`src/hdl/pdi_instruction_encoder_macros.svh`:
```
// Assertion macros for the PDI instruction encoder.
// Included by modules that carry concurrent checks; needs a clk and rst in scope.
`ifndef PDI_INSTRUCTION_ENCODER_MACROS_SVH
`define PDI_INSTRUCTION_ENCODER_MACROS_SVH

// Check that holds at every clock edge outside reset.
`define PDI_ASSERT(label, prop, msg) \
  label: assert property (@(posedge clk) disable iff (rst) (prop)) else $error(msg);

// Implication check: antecedent in this cycle, consequent in the next.
`define PDI_ASSERT_NEXT(label, ante, cons, msg) \
  label: assert property (@(posedge clk) disable iff (rst) (ante) |=> (cons)) else $error(msg);

`endif

```
`src/hdl/pdi_enc_pkg.sv`:
```
// Package for the PDI instruction encoder: command codes, opcodes, item types.
// No dependencies.
package pdi_enc_pkg;

  typedef enum logic [3:0] {
    CMD_LDS     = 4'd0,
    CMD_STS     = 4'd1,
    CMD_LD      = 4'd2,
    CMD_ST1     = 4'd3,
    CMD_ST4     = 4'd4,
    CMD_LDCS    = 4'd5,
    CMD_STCS    = 4'd6,
    CMD_REPEAT1 = 4'd7,
    CMD_REPEAT2 = 4'd8,
    CMD_KEY     = 4'd9,
    CMD_RAW     = 4'd10
  } cmd_t;

  localparam logic [7:0] OP_LDS     = 8'h0C;
  localparam logic [7:0] OP_STS     = 8'h4C;
  localparam logic [7:0] OP_LD      = 8'h20;
  localparam logic [7:0] OP_ST1     = 8'h60;
  localparam logic [7:0] OP_ST4     = 8'h63;
  localparam logic [7:0] OP_LDCS    = 8'h80;
  localparam logic [7:0] OP_STCS    = 8'hC0;
  localparam logic [7:0] OP_REPEAT1 = 8'hA0;
  localparam logic [7:0] OP_REPEAT2 = 8'hA1;

  localparam int KEY_LEN  = 9;
  localparam int IDX_W    = 4;
  localparam int S_DATA_W = 88;

  typedef logic [IDX_W-1:0] idx_t;

  typedef struct packed {
    cmd_t        command;
    logic [31:0] address;
    logic [31:0] data_word;
    logic [1:0]  ptr_mode;
    logic [3:0]  cs_register;
    logic [15:0] repeat_count;
  } item_t;

  typedef struct packed {
    logic       known;
    logic [7:0] tx_byte;
    logic       last_byte;
    logic       reply_expected;
  } sel_t;

  // Key sequence, first byte is the KEY opcode.
  function automatic logic [7:0] key_byte(input idx_t i);
    logic [7:0] b;
    case (i)
      4'd0:    b = 8'hE0;
      4'd1:    b = 8'hFF;
      4'd2:    b = 8'h88;
      4'd3:    b = 8'hD8;
      4'd4:    b = 8'hCD;
      4'd5:    b = 8'h45;
      4'd6:    b = 8'hAB;
      4'd7:    b = 8'h89;
      4'd8:    b = 8'h12;
      default: b = 8'h00;
    endcase
    return b;
  endfunction

  function automatic logic [7:0] word_byte(input logic [31:0] w, input logic [1:0] k);
    logic [7:0] b;
    case (k)
      2'd0:    b = w[7:0];
      2'd1:    b = w[15:8];
      2'd2:    b = w[23:16];
      default: b = w[31:24];
    endcase
    return b;
  endfunction

endpackage

```
`src/hdl/pdi_enc_byte_sel.sv`:
```
// Byte selector: picks the byte at a given position of a command's sequence.
// Depends on pdi_enc_pkg.
module pdi_enc_byte_sel (
  input  pdi_enc_pkg::item_t item,
  input  pdi_enc_pkg::idx_t  idx,
  output pdi_enc_pkg::sel_t  sel
);
  import pdi_enc_pkg::*;

  idx_t       idx_m1;
  idx_t       len;
  logic       reply_cmd;
  logic [7:0] pm;
  logic [7:0] opnd;

  assign idx_m1 = idx - idx_t'(1);
  assign pm     = {4'b0000, item.ptr_mode, 2'b00};

  always_comb begin
    sel.known = 1'b1;
    len       = idx_t'(1);
    reply_cmd = 1'b0;
    opnd      = 8'h00;
    case (item.command)
      CMD_LDS: begin
        len       = idx_t'(5);
        reply_cmd = 1'b1;
        opnd      = (idx == '0) ? OP_LDS : word_byte(item.address, idx_m1[1:0]);
      end
      CMD_STS: begin
        len = idx_t'(6);
        if (idx == '0) begin
          opnd = OP_STS;
        end else if (idx == idx_t'(5)) begin
          opnd = item.data_word[7:0];
        end else begin
          opnd = word_byte(item.address, idx_m1[1:0]);
        end
      end
      CMD_LD: begin
        reply_cmd = 1'b1;
        opnd      = OP_LD | pm;
      end
      CMD_ST1: begin
        len  = idx_t'(2);
        opnd = (idx == '0) ? (OP_ST1 | pm) : item.data_word[7:0];
      end
      CMD_ST4: begin
        len  = idx_t'(5);
        opnd = (idx == '0) ? (OP_ST4 | pm) : word_byte(item.data_word, idx_m1[1:0]);
      end
      CMD_LDCS: begin
        reply_cmd = 1'b1;
        opnd      = OP_LDCS | {4'b0000, item.cs_register};
      end
      CMD_STCS: begin
        len  = idx_t'(2);
        opnd = (idx == '0) ? (OP_STCS | {4'b0000, item.cs_register}) : item.data_word[7:0];
      end
      CMD_REPEAT1: begin
        len  = idx_t'(2);
        opnd = (idx == '0) ? OP_REPEAT1 : item.repeat_count[7:0];
      end
      CMD_REPEAT2: begin
        len = idx_t'(3);
        if (idx == '0) begin
          opnd = OP_REPEAT2;
        end else if (idx == idx_t'(1)) begin
          opnd = item.repeat_count[7:0];
        end else begin
          opnd = item.repeat_count[15:8];
        end
      end
      CMD_KEY: begin
        len  = idx_t'(KEY_LEN);
        opnd = key_byte(idx);
      end
      CMD_RAW: begin
        opnd = item.data_word[7:0];
      end
      default: begin
        sel.known = 1'b0;
      end
    endcase
    sel.tx_byte        = opnd;
    sel.last_byte      = (idx == len - idx_t'(1));
    sel.reply_expected = sel.last_byte & reply_cmd;
  end

endmodule

```
`src/hdl/pdi_instruction_encoder.sv`:
```
// PDI instruction encoder top level: command register, byte counter, output register.
// Depends on pdi_enc_pkg, pdi_enc_byte_sel and pdi_instruction_encoder_macros.svh.
//
// Each accepted command is turned into its byte sequence on the master stream, one byte
// per transfer, low byte of multi-byte operands first, with tlast on the final byte and
// tuser set on that byte when the target returns one reply byte (LDS, LD, LDCS). A
// command has 1 to 9 bytes (KEY is longest), walked by the byte counter over the held
// command; the next command is taken in the same cycle as the last byte of the current
// one moves to the output register, so commands stream with no gap. Undefined command
// codes are accepted and dropped with no output. The input transfer loads the command
// register, and the first byte then moves from it into the output register.
module pdi_instruction_encoder (
  input  logic                                 clk,
  input  logic                                 rst,
  input  logic                                 s_axis_tvalid,
  output logic                                 s_axis_tready,
  // address[31:0], data_word[63:32], ptr_mode[65:64], cs_register[69:66],
  // repeat_count[85:70], zero pad
  input  logic [pdi_enc_pkg::S_DATA_W-1:0]     s_axis_tdata,
  // command[3:0]
  input  logic [3:0]                           s_axis_tuser,
  output logic                                 m_axis_tvalid,
  input  logic                                 m_axis_tready,
  // tx_byte[7:0]
  output logic [7:0]                           m_axis_tdata,
  output logic                                 m_axis_tlast,
  // reply_expected
  output logic                                 m_axis_tuser
);
  import pdi_enc_pkg::*;

  `include "pdi_instruction_encoder_macros.svh"

  item_t item;
  item_t item_next;
  logic  busy;
  idx_t  idx;
  sel_t  sel;
  logic  out_free;
  logic  out_load;
  logic  item_done;
  logic  s_xfer;

  assign item_next.command      = cmd_t'(s_axis_tuser);
  assign item_next.address      = s_axis_tdata[31:0];
  assign item_next.data_word    = s_axis_tdata[63:32];
  assign item_next.ptr_mode     = s_axis_tdata[65:64];
  assign item_next.cs_register  = s_axis_tdata[69:66];
  assign item_next.repeat_count = s_axis_tdata[85:70];

  pdi_enc_byte_sel u_byte_sel (
    .item (item),
    .idx  (idx),
    .sel  (sel)
  );

  assign out_free      = !m_axis_tvalid || m_axis_tready;
  assign out_load      = busy && sel.known && out_free;
  assign item_done     = busy && (!sel.known || (out_free && sel.last_byte));
  assign s_axis_tready = !busy || item_done;
  assign s_xfer        = s_axis_tvalid && s_axis_tready;

  always_ff @(posedge clk) begin
    if (rst) begin
      busy <= 1'b0;
      idx  <= '0;
    end else begin
      if (s_xfer) begin
        busy <= 1'b1;
        idx  <= '0;
      end else if (item_done) begin
        busy <= 1'b0;
      end else if (out_load) begin
        idx <= idx + idx_t'(1);
      end
    end
    if (s_xfer) begin
      item <= item_next;
    end
  end

  always_ff @(posedge clk) begin
    if (rst) begin
      m_axis_tvalid <= 1'b0;
    end else if (out_load) begin
      m_axis_tvalid <= 1'b1;
    end else if (m_axis_tready) begin
      m_axis_tvalid <= 1'b0;
    end
    if (out_load) begin
      m_axis_tdata <= sel.tx_byte;
      m_axis_tlast <= sel.last_byte;
      m_axis_tuser <= sel.reply_expected;
    end
  end

  `PDI_ASSERT(a_reply_on_last, !(m_axis_tvalid && m_axis_tuser && !m_axis_tlast), "reply flag without last")
  `PDI_ASSERT(a_idx_range, !busy || (idx < idx_t'(KEY_LEN)), "byte index out of range")
  `PDI_ASSERT_NEXT(a_hold_on_stall, busy && sel.known && !out_free, busy && $stable(idx), "command lost while output stalled")
  `PDI_ASSERT_NEXT(a_advance, out_load && !sel.last_byte, busy && (idx == $past(idx) + idx_t'(1)), "byte index did not advance")

endmodule

```
`config.mk`:
```
export PLATFORM = sky130hd
export DESIGN_NAME = pdi_instruction_encoder
export DESIGN_NICKNAME = d
export VERILOG_FILES = /design/src/hdl/pdi_enc_pkg.sv /design/src/hdl/pdi_enc_byte_sel.sv /design/src/hdl/pdi_instruction_encoder.sv
export VERILOG_INCLUDE_DIRS = /design/src /design/src/hdl
export SDC_FILE = /design/constraint.sdc
export NUM_CORES = 1
export LEC_CHECK = 0
export ABC_AREA = 1
export BUFFER_PORTS_ARGS = -buffer_cell sky130_fd_sc_hd__buf_2
export CORE_AREA = 3 3 131 120
export CTS_BUF_LIST = sky130_fd_sc_hd__clkbuf_4 sky130_fd_sc_hd__clkbuf_8
export DETAILED_ROUTE_END_ITERATION = 10
export DIE_AREA = 0 0 134 123
export GPL_TIMING_DRIVEN = 0
export MAX_ROUTING_LAYER = met4
export PLACE_DENSITY = 0.65
export SLEW_MARGIN = 20
export SYNTH_ARGS = -nofsm -noshare
export SYNTH_HDL_FRONTEND = slang
export SYNTH_SLANG_ARGS = --single-unit
```
`constraint.sdc`:
```
create_clock -name clk -period 9.3 [get_ports clk]
set_input_delay 0.465 -clock clk [delete_from_list [all_inputs] [get_ports clk]]
set_output_delay 0.465 -clock clk [all_outputs]
set_load 0.01 [all_outputs]
```
Word-level counts from Yosys, hierarchy flattened. Memory sizes are Yosys's and may differ from the RTL's. A register that Yosys moved wholly into a read port is not among the register bits. Index checks and enable logic that the tools add are counted.

Register bits after elaboration: 106. ROM bits: 128. Input bits: 96. Output and inout bits: 12. Word-level logic and storage cells: 76. Memories: 1.

Add/sub/neg operators: 3. Eq/ne operators: 15. Multiplexer cells: 21. Bitwise logic cells: 2. Reduce and logical (&&, ||, !) cells: 22.

Memory list: (name not given) (words 16, bits a word 8, read ports 1, clocked after Yosys merged registers in 1, write ports 0, line pdi_enc_pkg.sv:54) `case (i)`.

Operator list (number): $pmux 8 s11 (1); $mux 8 (9); $pmux 8 s3 (2); $eq 4x3->1 const B (5); $pmux 4 s5 (1); $eq 4x4->1 const B (3); $reduce_or 11->1 (1); $eq 4x1->1 const B (2); $eq 4x2->1 const B (2); $logic_not 4->1 (2); $mux 4 (2); $mux 1 (6); $reduce_or 3->1 (2); $logic_and 1x1->1 (5); $add 4x1->4 const B (1); $eq 4x4->1 (1); $reduce_bool 2->1 (2); $reduce_or 2->1 (2); $sub 4x1->4 const B (1); $logic_not 1->1 (3); $logic_or 1x1->1 (3); $eq 2x1->1 const B (1); $eq 2x2->1 const B (1); $logic_not 2->1 (1); other kinds (4) (4).

Longest topological paths before layout. Gate-level depths: netlist of the first run.

Word-level depth: 12. Depth in mapped cells: 21. Mapped depth without buffers: 21.

By module. Synthesis of the first run repeated with hierarchy kept, for this count alone.

Cell total of the unflattened synthesis: 500. Area, all modules: 4957.3 um^2.

By module, submodules not included: pdi_instruction_encoder (times used 1, cells an instance 150, area an instance 3363.2 um^2, sequential area each 3123.0 um^2); pdi_enc_byte_sel (times used 1, cells an instance 350, area an instance 1594.0 um^2, sequential area each 0.0 um^2).

Least setup slack after synthesis of the first run. Ideal clock, no wire load.

Path kind: reg2reg. Start point: reg, netlist name item[88]. End point: reg, netlist name item[0]. Library setup time: 0.444 ns. Data arrival time: 3.863 ns. Data required time: 8.856 ns. Slack: 4.993 ns. Stages on the path, launching flop included: 15. Buffers on the path: 0. Period minus slack after synthesis: 4.307 ns. Path through: edfxtp_1 -> nor2_1 -> inv_1 -> nor2_1 -> nor2_1 -> inv_1 -> nor4_1 -> ha_1 -> xor2_1 -> nand3_2 -> nor2_2 -> nand3_1 -> nand2_2 -> nand2_4 -> inv_1.

Cells in the longest elaborated chain, start to end: 10. Elaborated cells on any way between the ends: 24. Classes of those cells: 1 x add/sub; 11 x eq/ne; 2 x mux; 10 x reduce/logical.

Ends and longest elaborated chain: $eq 4x2->1, or another cell as far along (line pdi_enc_byte_sel.sv:24) `case (item.command)`; $reduce_or 3->1 (no line) or $reduce_or 2->1 (tied branches); $pmux 4 s5 (line pdi_enc_byte_sel.sv:24); $sub 4x1->4 (line pdi_enc_byte_sel.sv:86) `sel.last_byte = (idx == len - idx_t'(1));`; $eq 4x4->1 (line pdi_enc_byte_sel.sv:86); $logic_and 1x1->1 (line pdi_instruction_encoder.sv:59) `assign item_done = busy && (!sel.known || (out_free && sel.last_byte));`; $logic_or 1x1->1 * (line pdi_instruction_encoder.sv:59); $logic_and 1x1->1 * (line pdi_instruction_encoder.sv:59); $logic_or 1x1->1 * (line pdi_instruction_encoder.sv:60) `assign s_axis_tready = !busy || item_done;`; via s_axis_tready (line pdi_instruction_encoder.sv:16) `output logic s_axis_tready,`; $logic_and 1x1->1 * (line pdi_instruction_encoder.sv:61) `assign s_xfer = s_axis_tvalid && s_axis_tready;`; via s_xfer (line pdi_instruction_encoder.sv:42) `logic s_xfer;`.

Mark *: on every way through the listed nets, which the timed path passes. The rest lies on a longest branch. A chain may end at the register's enable or synchronous reset.

Worst setup path in the final report of the first run.
Start point: reg, netlist name item[88]. End point: reg, netlist name item[80].

Cells in the longest elaborated chain, start to end: 10. Elaborated cells on any way between the ends: 24. Classes of those cells: 1 x add/sub; 11 x eq/ne; 2 x mux; 10 x reduce/logical.

Ends and longest elaborated chain (line): $eq 4x2->1, or another cell as far along (pdi_enc_byte_sel.sv:24); $reduce_or 3->1 (no line) or $reduce_or 2->1 (tied branches); $pmux 4 s5 (pdi_enc_byte_sel.sv:24); $sub 4x1->4 (pdi_enc_byte_sel.sv:86); $eq 4x4->1 (pdi_enc_byte_sel.sv:86); $logic_and 1x1->1 (pdi_instruction_encoder.sv:59); $logic_or 1x1->1 * (pdi_instruction_encoder.sv:59); $logic_and 1x1->1 * (pdi_instruction_encoder.sv:59); $logic_or 1x1->1 * (pdi_instruction_encoder.sv:60); $logic_and 1x1->1 * (pdi_instruction_encoder.sv:61); via s_xfer (pdi_instruction_encoder.sv:42).

Marks and branches as above.

==> flow_metrics.py, run 1 <==
metrics = {
    "outcome": {
        "status": "finished, final reports clean",
    },
    "clocking": {
        "clock_latency_ns": 0.44,
        "cts_made_buffers": 17,
        "cts.path.max_buffers": 2,
        "clock-sinks": 114,
        "cts.clk_slew.worst_paths_ns": 0.07,
        "clock_tree.htree_level_count": 4,
        "post_cts_resized": 0,
        "cts-root-buf": "sky130_fd_sc_hd__clkbuf_8",
        "clock_tree_from_tritoncts": "built",
        "ctsHoldBuffers": 0,
        "post_cts_buffers": 0,
    },
    "critical_path": {
        "cp_max_fo": 54,
        "crit_slowest_cell": "sky130_fd_sc_hd__edfxtp_1",
        "timing.critical_path.mode_cell": "sky130_fd_sc_hd__nor2_1",
        "cp_arrival_ns": 3.75,
        "timing.critical_path.max_delay_family": "simple AND/OR/NAND/NOR gates",
        "worstRegToRegCells": 15,
        "critPathMaxStageDelay_ns": 0.46,
        "critPathBufInv": 4,
        "timing.critical_path.cells": "nor2_1 > inv_1 > nor2_1 > nor2_1 > inv_1 > nor4_1 > ha_1 > xor2_1 > nand3_2 > nor2_2 > nand3_1 > nand2_2 > nand2_4 > inv_4 > buf_16",
        "critical_path.startpoint_type": "flop",
        "endpoint_kind": "flop",
        "cp.depth": 15,
        "critical_path_required_ns": 9.42,
        "crit_type": "flop to flop",
    },
    "grt": {
        "first_global_vias": 3815,
        "grt_max_degree": 55,
        "number_of_antenna_violations_at_the_first_check_in_global_routing": 0,
        "grt_first_pass_wirelength_um": 20600,
        "overflow": 0,
        "globalRouteTotalUtil": 0.172,
    },
    "floorplan": {
        "num_io_pins": 108,
        "num_rows": 42,
        "initial_core_util": 0.344,
        "fp.dieArea_sq_um": 16500,
        "die_w_um": 134,
        "floorplan.die.height_um": 123,
        "core_sq_um": 14600,
    },
    "synthesis": {
        "synth.avg_cell_area_sq_um": 11.0,
        "muxShareOfSynthArea": 0,
        "synth-seq-cells": 114,
        "synth-edff-count": 100,
        "synth-compound-area-share": 0.104,
        "adder_cell_area_share_of_the_yosys_netlist": 0.0200,
        "ys_seq_area_frac": 0.655,
        "post_synth_num_cell_types": 39,
        "yosys_most_used_dff": "sky130_fd_sc_hd__edfxtp_1",
        "combinational_family_with_the_most_area_after_synthesis": "simple AND/OR/NAND/NOR gates",
        "yosys_warnings": 0,
        "syn-instance-count": 454,
        "synth-async-reset-ratio": 0,
        "synthesis.nets": 558,
        "yosys.area_share.simple": 0.174,
        "syn_area_sq_um": 5010,
        "post_synth_xor_area_fraction": 0.00699,
    },
    "routing": {
        "remaining_drc_errors": 0,
        "drt_wl_total_um": 13300,
        "routed_wire_length_per_instance_um": 16.9,
        "vias": 3811,
        "postRouteAntennaNets": 0,
        "drt-initial-drc-count": 287,
        "mean_number_of_vias_per_cell": 4.83,
        "detail_route.first_pass.iterations": 5,
    },
    "sta": {
        "max_frequency_mhz": 275,
        "max-slew-margin-rel": 0.486,
        "final.setup_skew_ns": 0.0126,
        "hold_slack_ns": 0.191,
        "unrepaired_setup_endpoints_after_global_routing": "false",
        "setup_total_negative_slack_ns": 0,
        "worstMarginPinSlew_ns": 0.772,
        "report.final.hold_viol_count": 0,
        "finalCriticalPeriod_ns": 3.64,
        "finalMaxSlewViolations": 0,
        "layout_worst_path_cycle_share": 0.391,
        "setup_viol_count_final": 0,
    },
    "layout": {
        "fin_nets": 683,
        "final_layout_size_suffix_gt1_frac": 0.272,
        "syn2layout_area_growth_pct": 23.6,
        "layout.filler_cells": 1401,
        "antennaDiodeCount": 0,
        "footprint_of_the_multi_input_gates_sq_um": 1530,
        "final-seq-area_sq_um": 3280,
    },
    "pwr": {
        "power.static_leakage_nw": 2.49,
        "peakVddDrop_v": 0.000120,
        "pwr_density_cell_nw_per_um2": 199,
        "power_w": 0.00123,
    },
    "placement": {
        "rd_place_congestion": 0.922,
        "dp.final_hpwl_um": 9730,
        "port_buffers": 105,
    },
    "min_path": {
        "worst_hold_path_type": "input port to flop",
        "hold_path_depth": 1,
    },
    "flow_run": {
        "drv_cap": 0,
    },
}
-- worst reg2reg max path, cell delays in order, from the launching register on --
cell and delay, ns:
sky130_fd_sc_hd__edfxtp_1 0.46, sky130_fd_sc_hd__nor2_1 0.25, sky130_fd_sc_hd__inv_1 0.14, sky130_fd_sc_hd__nor2_1 0.34, sky130_fd_sc_hd__nor2_1 0.16, sky130_fd_sc_hd__inv_1 0.20, sky130_fd_sc_hd__nor4_1 0.08, sky130_fd_sc_hd__ha_1 0.30
sky130_fd_sc_hd__xor2_1 0.18, sky130_fd_sc_hd__nand3_2 0.09, sky130_fd_sc_hd__nor2_2 0.12, sky130_fd_sc_hd__nand3_1 0.09, sky130_fd_sc_hd__nand2_2 0.11, sky130_fd_sc_hd__nand2_4 0.09, sky130_fd_sc_hd__inv_4 0.36, sky130_fd_sc_hd__buf_16 0.31
-- logic make-up after synthesis --
kind of cell	count (synthesis)
AOI/OAI and AO/OA	83
xor gates and xnor gates	4
adders and majority gates	8
buffers and inverters	53
DFF	114
and+or+nand+nor	192
-- Yosys cell counts, types with 2 or more instances --
| library cell | instances | area [sq um] |
|---|---|---|
| sky130_fd_sc_hd__a221oi_1 | 2 | 17.5 |
| sky130_fd_sc_hd__nand2_4 | 3 | 33.8 |
| sky130_fd_sc_hd__a211oi_1 | 3 | 22.5 |
| sky130_fd_sc_hd__nor2_1 | 29 | 109 |
| sky130_fd_sc_hd__a31oi_1 | 3 | 18.8 |
| sky130_fd_sc_hd__ha_1 | 8 | 100 |
| sky130_fd_sc_hd__o211ai_1 | 3 | 22.5 |
| sky130_fd_sc_hd__xor2_1 | 3 | 26.3 |
| sky130_fd_sc_hd__nand4_1 | 4 | 25.0 |
| sky130_fd_sc_hd__nand3b_1 | 2 | 15.0 |
| sky130_fd_sc_hd__inv_1 | 37 | 139 |
| sky130_fd_sc_hd__nor2_4 | 3 | 33.8 |
| sky130_fd_sc_hd__a22o_1 | 3 | 26.3 |
| sky130_fd_sc_hd__inv_2 | 4 | 15.0 |
| sky130_fd_sc_hd__o21ai_0 | 20 | 100 |
| sky130_fd_sc_hd__o22ai_1 | 7 | 43.8 |
| sky130_fd_sc_hd__nand2_1 | 110 | 413 |
| sky130_fd_sc_hd__dfxtp_1 | 14 | 280 |
| sky130_fd_sc_hd__o2111ai_1 | 7 | 61.3 |
| sky130_fd_sc_hd__a21oi_1 | 26 | 130 |
| sky130_fd_sc_hd__a2111oi_0 | 2 | 17.5 |
| sky130_fd_sc_hd__clkbuf_1 | 11 | 41.3 |
| sky130_fd_sc_hd__edfxtp_1 | 100 | 3000 |
| sky130_fd_sc_hd__nand3_1 | 27 | 135 |
| sky130_fd_sc_hd__nand2_2 | 8 | 50.1 |
| sky130_fd_sc_hd__nor2_2 | 2 | 12.5 |
-- path summary, 6_finish.rpt --
kind	from	end	slack (ns)
setup / recovery	item[88]	item[80]	5.66
hold / removal	s_axis_tdata[20]	item[74]	0.19
setup reg to reg	item[88]	item[80]	5.66
hold reg to reg	flop	m_axis_tdata[4]	0.54
-- layer usage --
layer	part of all wire	GRT usage	vias to the layer above
met5	0	-	-
met4	0.012	0.0463	0
met3	0.066	0.0570	14
met2	0.45	0.247	152
met1	0.47	0.237	1785
li1	-	-	1860
-- power by group --
| part | internal [W] | leakage [nW] | switching, W |
|---|---|---|---|
| clock network | 0.000239 | 0.187 | 0.000209 |
| registers | 0.000608 | 1.08 | 0.0000165 |
| logic | 0.0000539 | 1.22 | 0.000105 |
| total | 0.000901 | 2.49 | 0.000331 |
-- stage by stage --
stage	setup WS, ns	std cells	cell area (sq um)	utilization
after floorplan	4.99	454	5010	-
after global placement	3.86	757	5780	0.397
after detailed placement	5.64	758	5810	0.399
after CTS	5.63	789	6190	0.425
after global routing	5.40	789	6190	0.425
final	5.66	789	6190	0.425
-- cell type report --
| cell class | instances | share of cell area |
|---|---|---|
| plain buffers | 12 | 0.00748 |
| well taps | 198 | 0.0400 |
| clock buffers | 18 | 0.0390 |
| multi-input cells | 287 | 0.247 |
| clock inverters | 13 | 0.0220 |
| flip-flops and latches | 114 | 0.530 |
| repair buffers | 106 | 0.0893 |
| inverters | 41 | 0.0253 |
-- state kept, by name, indices dropped and copies added, names as in the netlist, named ones only --
name           count
m_axis_tlast       1
item              90
m_axis_tdata       8
m_axis_tvalid      1
busy               1
idx                4
m_axis_tuser       1
-- placed cells by master (no fill, tap or decap), drive strengths merged, types with 2 or more instances in the layout --
cell and instances:
a2111oi 2, a211oi 3, a21oi 27, a221oi 2
a22o 3, a31oi 3, buf 106, bufinv 2
clkbuf 30, clkinv 5, clkinvlp 3, dfxtp 14
edfxtp 100, ha 8, inv 44, nand2 121
nand3 28, nand3b 2, nand4 4, nor2 35
o2111ai 7, o211ai 3, o21ai 21, o22ai 7
xor2 3
(Power assumes the default switching activity.)
==> run 2, diff against run 1 <==
clock period = 3.5 ns   (was 9.3 ns; I/O delays follow)
==> run 2 against run 1 <==
Sequential share of layout area shrank 7.4 points. Sequential cell count unchanged. Clock power rose to 2.9 times the previous value. Die area unchanged. Largest power group unchanged.
==> flow_metrics.py, run 2 (synthesized netlist as in run 1, its figures left out) <==
metrics = {
    "grt": {
        "overflow": 0,
        "first_global_vias": 4384,
        "globalRouteTotalUtil": 0.195,
        "grt_max_degree": 37,
        "number_of_antenna_violations_at_the_first_check_in_global_routing": 0,
        "grt_first_pass_wirelength_um": 23300,
    },
    "clocking": {
        "clock_latency_ns": 0.46,
        "post_cts_buffers": 0,
        "cts.path.max_buffers": 2,
        "cts_made_buffers": 17,
        "cts.clk_slew.worst_paths_ns": 0.08,
        "cts-root-buf": "sky130_fd_sc_hd__clkbuf_8",
        "clock_tree_from_tritoncts": "built",
        "clock-sinks": 114,
        "post_cts_resized": 0,
        "clock_tree.htree_level_count": 4,
    },
    "outcome": {
        "status": "finished, final reports clean",
    },
    "pwr": {
        "seqPwrFrac": 0.477,
        "power_w": 0.00349,
        "pwr-share-clk": 0.375,
        "comb_power_share": 0.148,
        "power.static_leakage_nw": 2.89,
        "peakVddDrop_v": 0.000281,
        "netSwitchingFraction": 0.272,
        "cell_internal_pwr_w": 0.00254,
        "pwr_density_cell_nw_per_um2": 484,
        "power.switching_w": 0.000948,
    },
    "placement": {
        "port_buffers": 105,
        "place_area_sq_um": 5860,
        "rd_place_congestion": 0.898,
        "dp.final_hpwl_um": 9810,
        "dp_cells": 759,
    },
    "critical_path": {
        "timing.critical_path.cells": "nor2_2 > inv_2 > nor2_4 > nor2_2 > inv_2 > nor4_2 > ha_1 > xor2_1 > nand3_2 > nor2_2 > nand3_1 > nand2_2 > nand2_4 > clkinvlp_4 > buf_12",
        "endpoint_kind": "flop",
        "cp_arrival_ns": 3.26,
        "critical_path.startpoint_type": "flop",
        "cp_max_fo": 35,
        "crit_type": "flop to flop",
        "critical_path_required_ns": 3.64,
        "crit_slowest_cell": "sky130_fd_sc_hd__edfxtp_1",
        "timing.critical_path.max_delay_family": "simple AND/OR/NAND/NOR gates",
        "timing.critical_path.mode_cell": "sky130_fd_sc_hd__nor2_2",
        "critPathBufInv": 4,
        "critPathMaxStageDelay_ns": 0.48,
    },
    "sta": {
        "worstMarginPinSlew_ns": 0.806,
        "max-slew-margin-rel": 0.463,
        "report.final.hold_viol_count": 0,
        "setup_viol_count_final": 0,
        "hold_slack_ns": 0.0365,
        "final.setup_skew_ns": 0.0114,
        "finalMaxSlewViolations": 0,
        "setup_total_negative_slack_ns": 0,
        "max_frequency_mhz": 321,
        "layout_worst_path_cycle_share": 0.891,
        "finalCriticalPeriod_ns": 3.12,
        "unrepaired_setup_endpoints_after_global_routing": "false",
    },
    "routing": {
        "detail_route.first_pass.iterations": 5,
        "drt-met1-wl_um": 6720,
        "vias": 4248,
        "drt_wl_total_um": 15300,
        "dr_wl_met3_um": 1060,
        "met2_wirelength_um": 7100,
        "mean_number_of_vias_per_cell": 4.81,
        "drt-initial-drc-count": 471,
        "remaining_drc_errors": 0,
        "dr.max_layer_used": "met4",
        "routed_wire_length_per_instance_um": 17.3,
        "postRouteAntennaNets": 0,
    },
    "layout": {
        "biggestRegsByFlops": "item x90, m_axis_tdata x8, idx x4",
        "finalNonFillerCells": 883,
        "final_cell_mix": "108 x sky130_fd_sc_hd__nand2_1, 105 x sky130_fd_sc_hd__buf_2, 100 x sky130_fd_sc_hd__edfxtp_1",
        "registers.top_by_ff_count": "item",
        "antennaDiodeCount": 0,
        "fin_nets": 776,
        "syn2layout_area_growth_pct": 43.6,
        "largest_register_ff_count": 90,
        "layout_cell_area_excl_fill_sq_um": 7200,
        "layout.filler_cells": 1290,
        "layout_commonest_cell": "sky130_fd_sc_hd__nand2_1",
        "final_layout_size_suffix_gt1_frac": 0.257,
    },
    "flow_run": {
        "drv_cap": 0,
    },
    "min_path": {
        "worst_hold_path_type": "input port to flop",
    },
    "floorplan": {
        "die_w_um": 134,
        "num_rows": 42,
        "num_io_pins": 108,
        "floorplan.die.height_um": 123,
        "core_sq_um": 14600,
        "fp.dieArea_sq_um": 16500,
        "initial_core_util": 0.344,
    },
}
[run 2: cell types whose count changed in the layout (fill, tap and decap cells not counted), moves of 4 or more]
cell and change:
sky130_fd_sc_hd__dlygate4sd3_1 +91, sky130_fd_sc_hd__clkinv_4 +4, sky130_fd_sc_hd__inv_1 -4, sky130_fd_sc_hd__inv_2 +4, sky130_fd_sc_hd__nor2_1 -4
[run 2: path summary, 6_finish.rpt]
kind | startpoint | to | slack (ns) | cells after the start
max reg2reg | item[88] | item[48] | 0.38 | 15
max | item[88] | item[48] | 0.38 | 15
min | m_axis_tready | m_axis_tvalid | 0.04 | 4
min reg2reg | flop | m_axis_tdata[1] | 0.54 | 2
[run 2: area by class of cell]
type | instances | area [sq um] | area share
Sequential cell | 114 | 3280 | 0.456
Inverter | 41 | 158 | 0.0219
Timing Repair inverter | 1 | 5.00 | 0.000696
Buffer | 12 | 46.3 | 0.00643
Timing Repair Buffer | 198 | 1480 | 0.205
Clock buffer | 17 | 234 | 0.0325
Multi-Input combinational cell | 287 | 1560 | 0.217
Tap cell | 198 | 248 | 0.0344
Clock inverter | 15 | 181 | 0.0252
[run 2: worst register-to-register path, cell delays in order (launching register included)]
cell and delay, ns:
sky130_fd_sc_hd__edfxtp_1 0.48, sky130_fd_sc_hd__nor2_2 0.23, sky130_fd_sc_hd__inv_2 0.11, sky130_fd_sc_hd__nor2_4 0.18
sky130_fd_sc_hd__nor2_2 0.08, sky130_fd_sc_hd__inv_2 0.11, sky130_fd_sc_hd__nor4_2 0.05, sky130_fd_sc_hd__ha_1 0.29
sky130_fd_sc_hd__xor2_1 0.19, sky130_fd_sc_hd__nand3_2 0.09, sky130_fd_sc_hd__nor2_2 0.12, sky130_fd_sc_hd__nand3_1 0.10
sky130_fd_sc_hd__nand2_2 0.12, sky130_fd_sc_hd__nand2_4 0.11, sky130_fd_sc_hd__clkinvlp_4 0.27, sky130_fd_sc_hd__buf_12 0.26
[run 2: repair_timing]
| item | 4_1_cts | 5_1_grt |
|---|---|---|
| hold buffers | 91 | 0 |
| endpoints found under the setup margin | 0 | 58 |
| endpoints found under the hold margin | 92 | 0 |
[run 2: through the flow]
step | utilization | worst slack, ns
4_1_cts | 0.494 | 0.235
5_1_grt | 0.494 | 0.151
6_report | 0.494 | 0.381
3_3_place_gp | 0.400 | -0.798
3_5_place_dp | 0.403 | 0.266
2_1_floorplan | - | -0.0192
[run 2: power groups by stage]
stage                     combinational, W  clock [W]  sequential (W)
after floorplan                   0.000254          0         0.00168
after global placement            0.000411          0         0.00170
after detailed placement          0.000429          0         0.00169
after CTS                         0.000509    0.00133         0.00166
after global routing              0.000568    0.00140         0.00167
final                             0.000517    0.00131         0.00166
[run 2: metal layers]
layer,global-route usage,vias to the layer above
li1,-,2046
met2,0.299,174
met1,0.245,1990
met4,0.0861,0
met5,-,-
met3,0.0525,38
==> run 3, diff against run 2 <==
--- a/config.mk
+++ b/config.mk
@@ -17,3 +17,3 @@
 export PLACE_DENSITY = 0.65
-export SLEW_MARGIN = 20
+export SLEW_MARGIN = 5
 export SYNTH_ARGS = -nofsm -noshare
--- a/constraint.sdc
+++ b/constraint.sdc
@@ -3,2 +3,2 @@
 set_output_delay 0.175 -clock clk [all_outputs]
-set_load 0.01 [all_outputs]
+set_load 0.005 [all_outputs]
==> run 3 against run 2 <==
Critical endpoint is now item[17]. Sequential cell count is the same. Final area shrank 0.33%. First-iteration DRC count shrank 31%.
==> flow_metrics.py, run 3 (synthesized netlist as in run 1, its figures left out) <==
metrics = {
    "grt": {
        "grt_first_pass_wirelength_um": 23600,
        "overflow": 0,
        "globalRouteTotalUtil": 0.196,
        "grt_max_degree": 39,
        "number_of_antenna_violations_at_the_first_check_in_global_routing": 0,
        "first_global_vias": 4585,
    },
    "clocking": {
        "cts.clk_slew.worst_paths_ns": 0.09,
        "cts.path.max_buffers": 2,
        "post_cts_buffers": 0,
        "clock_tree_from_tritoncts": "built",
        "clock_tree.htree_level_count": 4,
        "clock_latency_ns": 0.45,
        "cts-root-buf": "sky130_fd_sc_hd__clkbuf_8",
        "cts_made_buffers": 17,
        "clock-sinks": 114,
    },
    "pwr": {
        "pwr_density_cell_nw_per_um2": 477,
        "peakVddDrop_v": 0.000296,
        "power.static_leakage_nw": 2.87,
    },
    "routing": {
        "vias": 4289,
        "drt-initial-drc-count": 325,
        "routed_wire_length_per_instance_um": 17.4,
        "remaining_drc_errors": 0,
        "drt_wl_total_um": 15400,
        "detail_route.first_pass.iterations": 5,
        "postRouteAntennaNets": 0,
        "mean_number_of_vias_per_cell": 4.86,
    },
    "critical_path": {
        "critPathBufInv": 4,
        "endpoint_kind": "flop",
        "critPathMaxStageDelay_ns": 0.47,
        "critical_path_required_ns": 3.63,
        "crit_slowest_cell": "sky130_fd_sc_hd__edfxtp_1",
        "timing.critical_path.max_delay_family": "simple AND/OR/NAND/NOR gates",
        "critical_path.startpoint_type": "flop",
        "crit_type": "flop to flop",
        "cp_max_fo": 38,
        "timing.critical_path.mode_cell": "sky130_fd_sc_hd__nor2_2",
        "timing.critical_path.cells": "nor2_2 > inv_2 > nor2_4 > nor2_2 > inv_2 > nor4_2 > ha_1 > xor2_1 > nand3_2 > nor2_2 > nand3_1 > nand2_2 > nand2_4 > clkinvlp_4 > buf_12",
        "cp_arrival_ns": 3.25,
    },
    "sta": {
        "max_frequency_mhz": 321,
        "finalCriticalPeriod_ns": 3.11,
        "max-slew-margin-rel": 0.456,
        "layout_worst_path_cycle_share": 0.890,
        "report.final.hold_viol_count": 0,
        "worstMarginPinSlew_ns": 0.816,
        "final.setup_skew_ns": 0.0188,
        "setup_viol_count_final": 0,
        "finalMaxSlewViolations": 0,
        "unrepaired_setup_endpoints_after_global_routing": "false",
    },
    "floorplan": {
        "die_w_um": 134,
        "fp.dieArea_sq_um": 16500,
        "core_sq_um": 14600,
        "num_io_pins": 108,
        "num_rows": 42,
        "initial_core_util": 0.344,
        "floorplan.die.height_um": 123,
    },
    "placement": {
        "dp.final_hpwl_um": 9810,
        "port_buffers": 105,
        "rd_place_congestion": 0.883,
        "place_area_sq_um": 5860,
    },
    "outcome": {
        "status": "finished, final reports clean",
    },
    "layout": {
        "syn2layout_area_growth_pct": 43.1,
        "antennaDiodeCount": 0,
        "biggestRegsByFlops": "item x90, m_axis_tdata x8, idx x4",
        "registers.top_by_ff_count": "item",
        "fin_nets": 776,
        "final_layout_size_suffix_gt1_frac": 0.255,
        "final_cell_mix": "108 x sky130_fd_sc_hd__nand2_1, 105 x sky130_fd_sc_hd__buf_2, 100 x sky130_fd_sc_hd__edfxtp_1",
        "layout.filler_cells": 1339,
        "largest_register_ff_count": 90,
        "layout_cell_area_excl_fill_sq_um": 7170,
        "layout_commonest_cell": "sky130_fd_sc_hd__nand2_1",
        "layout.core_utilization": 0.493,
    },
    "min_path": {
        "worst_hold_path_type": "input port to flop",
    },
    "flow_run": {
        "drv_cap": 0,
    },
}
run 3: cell count changes in the layout (fill, tap and decap cells not counted):
cell                         delta
sky130_fd_sc_hd__inv_1          +1
sky130_fd_sc_hd__inv_2          -1
sky130_fd_sc_hd__clkinv_4       -1
sky130_fd_sc_hd__clkinvlp_4     +2
sky130_fd_sc_hd__bufinv_16      -1
run 3: per-stage QoR:
stage	hold WS, ns	setup slack, ns	std cells	total power (W)	TNS, ns
2_1_floorplan	0.244	0.00193	454	0.00193	0
3_3_place_gp	0.353	-0.787	757	0.00210	-70.48
3_5_place_dp	0.353	0.308	759	0.00211	0
4_1_cts	0.0376	0.261	882	0.00342	0
5_1_grt	0.0442	0.138	883	0.00357	0
6_report	0.0545	0.386	883	0.00342	0
run 3: final timing paths:
path                            cells after the start           from  slack (ns)               to
worst max-delay path                               15       item[88]        0.39         item[17]
worst min-delay path                                4  m_axis_tready        0.05    m_axis_tvalid
worst max register to register                     15       item[88]        0.39         item[17]
worst min register to register                      2           flop        0.52  m_axis_tdata[1]
run 3: layout make-up:
type                    count  area [sq um]  area share
repair buffers            198          1480       0.206
multi-input cells         287          1560       0.218
plain buffers              12          46.3     0.00645
inverters                  41           158      0.0220
clock buffers              17           234      0.0326
well taps                 198           248      0.0345
repair inverters            1          5.00    0.000698
flip-flops and latches    114          3280       0.458
clock inverters            15           158      0.0220
run 3: timing repair:
action | 4_1_cts | 5_1_grt
hold buffers | 91 | 0
gates resized for setup | 0 | 0
hold endpoints to repair | 92 | 0
setup endpoints to repair | 0 | 69
run 3: metal layers:
| layer | track usage | wire length [um] | vias up |
|---|---|---|---|
| met5 | - | 0 | - |
| met4 | 0.0649 | 274 | 0 |
| met3 | 0.0578 | 1080 | 29 |
| met2 | 0.310 | 7400 | 174 |
| met1 | 0.244 | 6610 | 2043 |
| li1 | - | - | 2043 |
run 3: worst min-delay path, delay by kind of cell:
family | cells | cell delay (ns)
and+or+nand+nor | 1 | 0.07
AOI/OAI and AO/OA | 1 | 0.06
buffers and inverters | 2 | 0.16
run 3: report_power, final:
group          internal [W]  switching, W
clock              0.000636      0.000611
sequential          0.00161     0.0000468
combinational      0.000214      0.000301
total               0.00246      0.000959
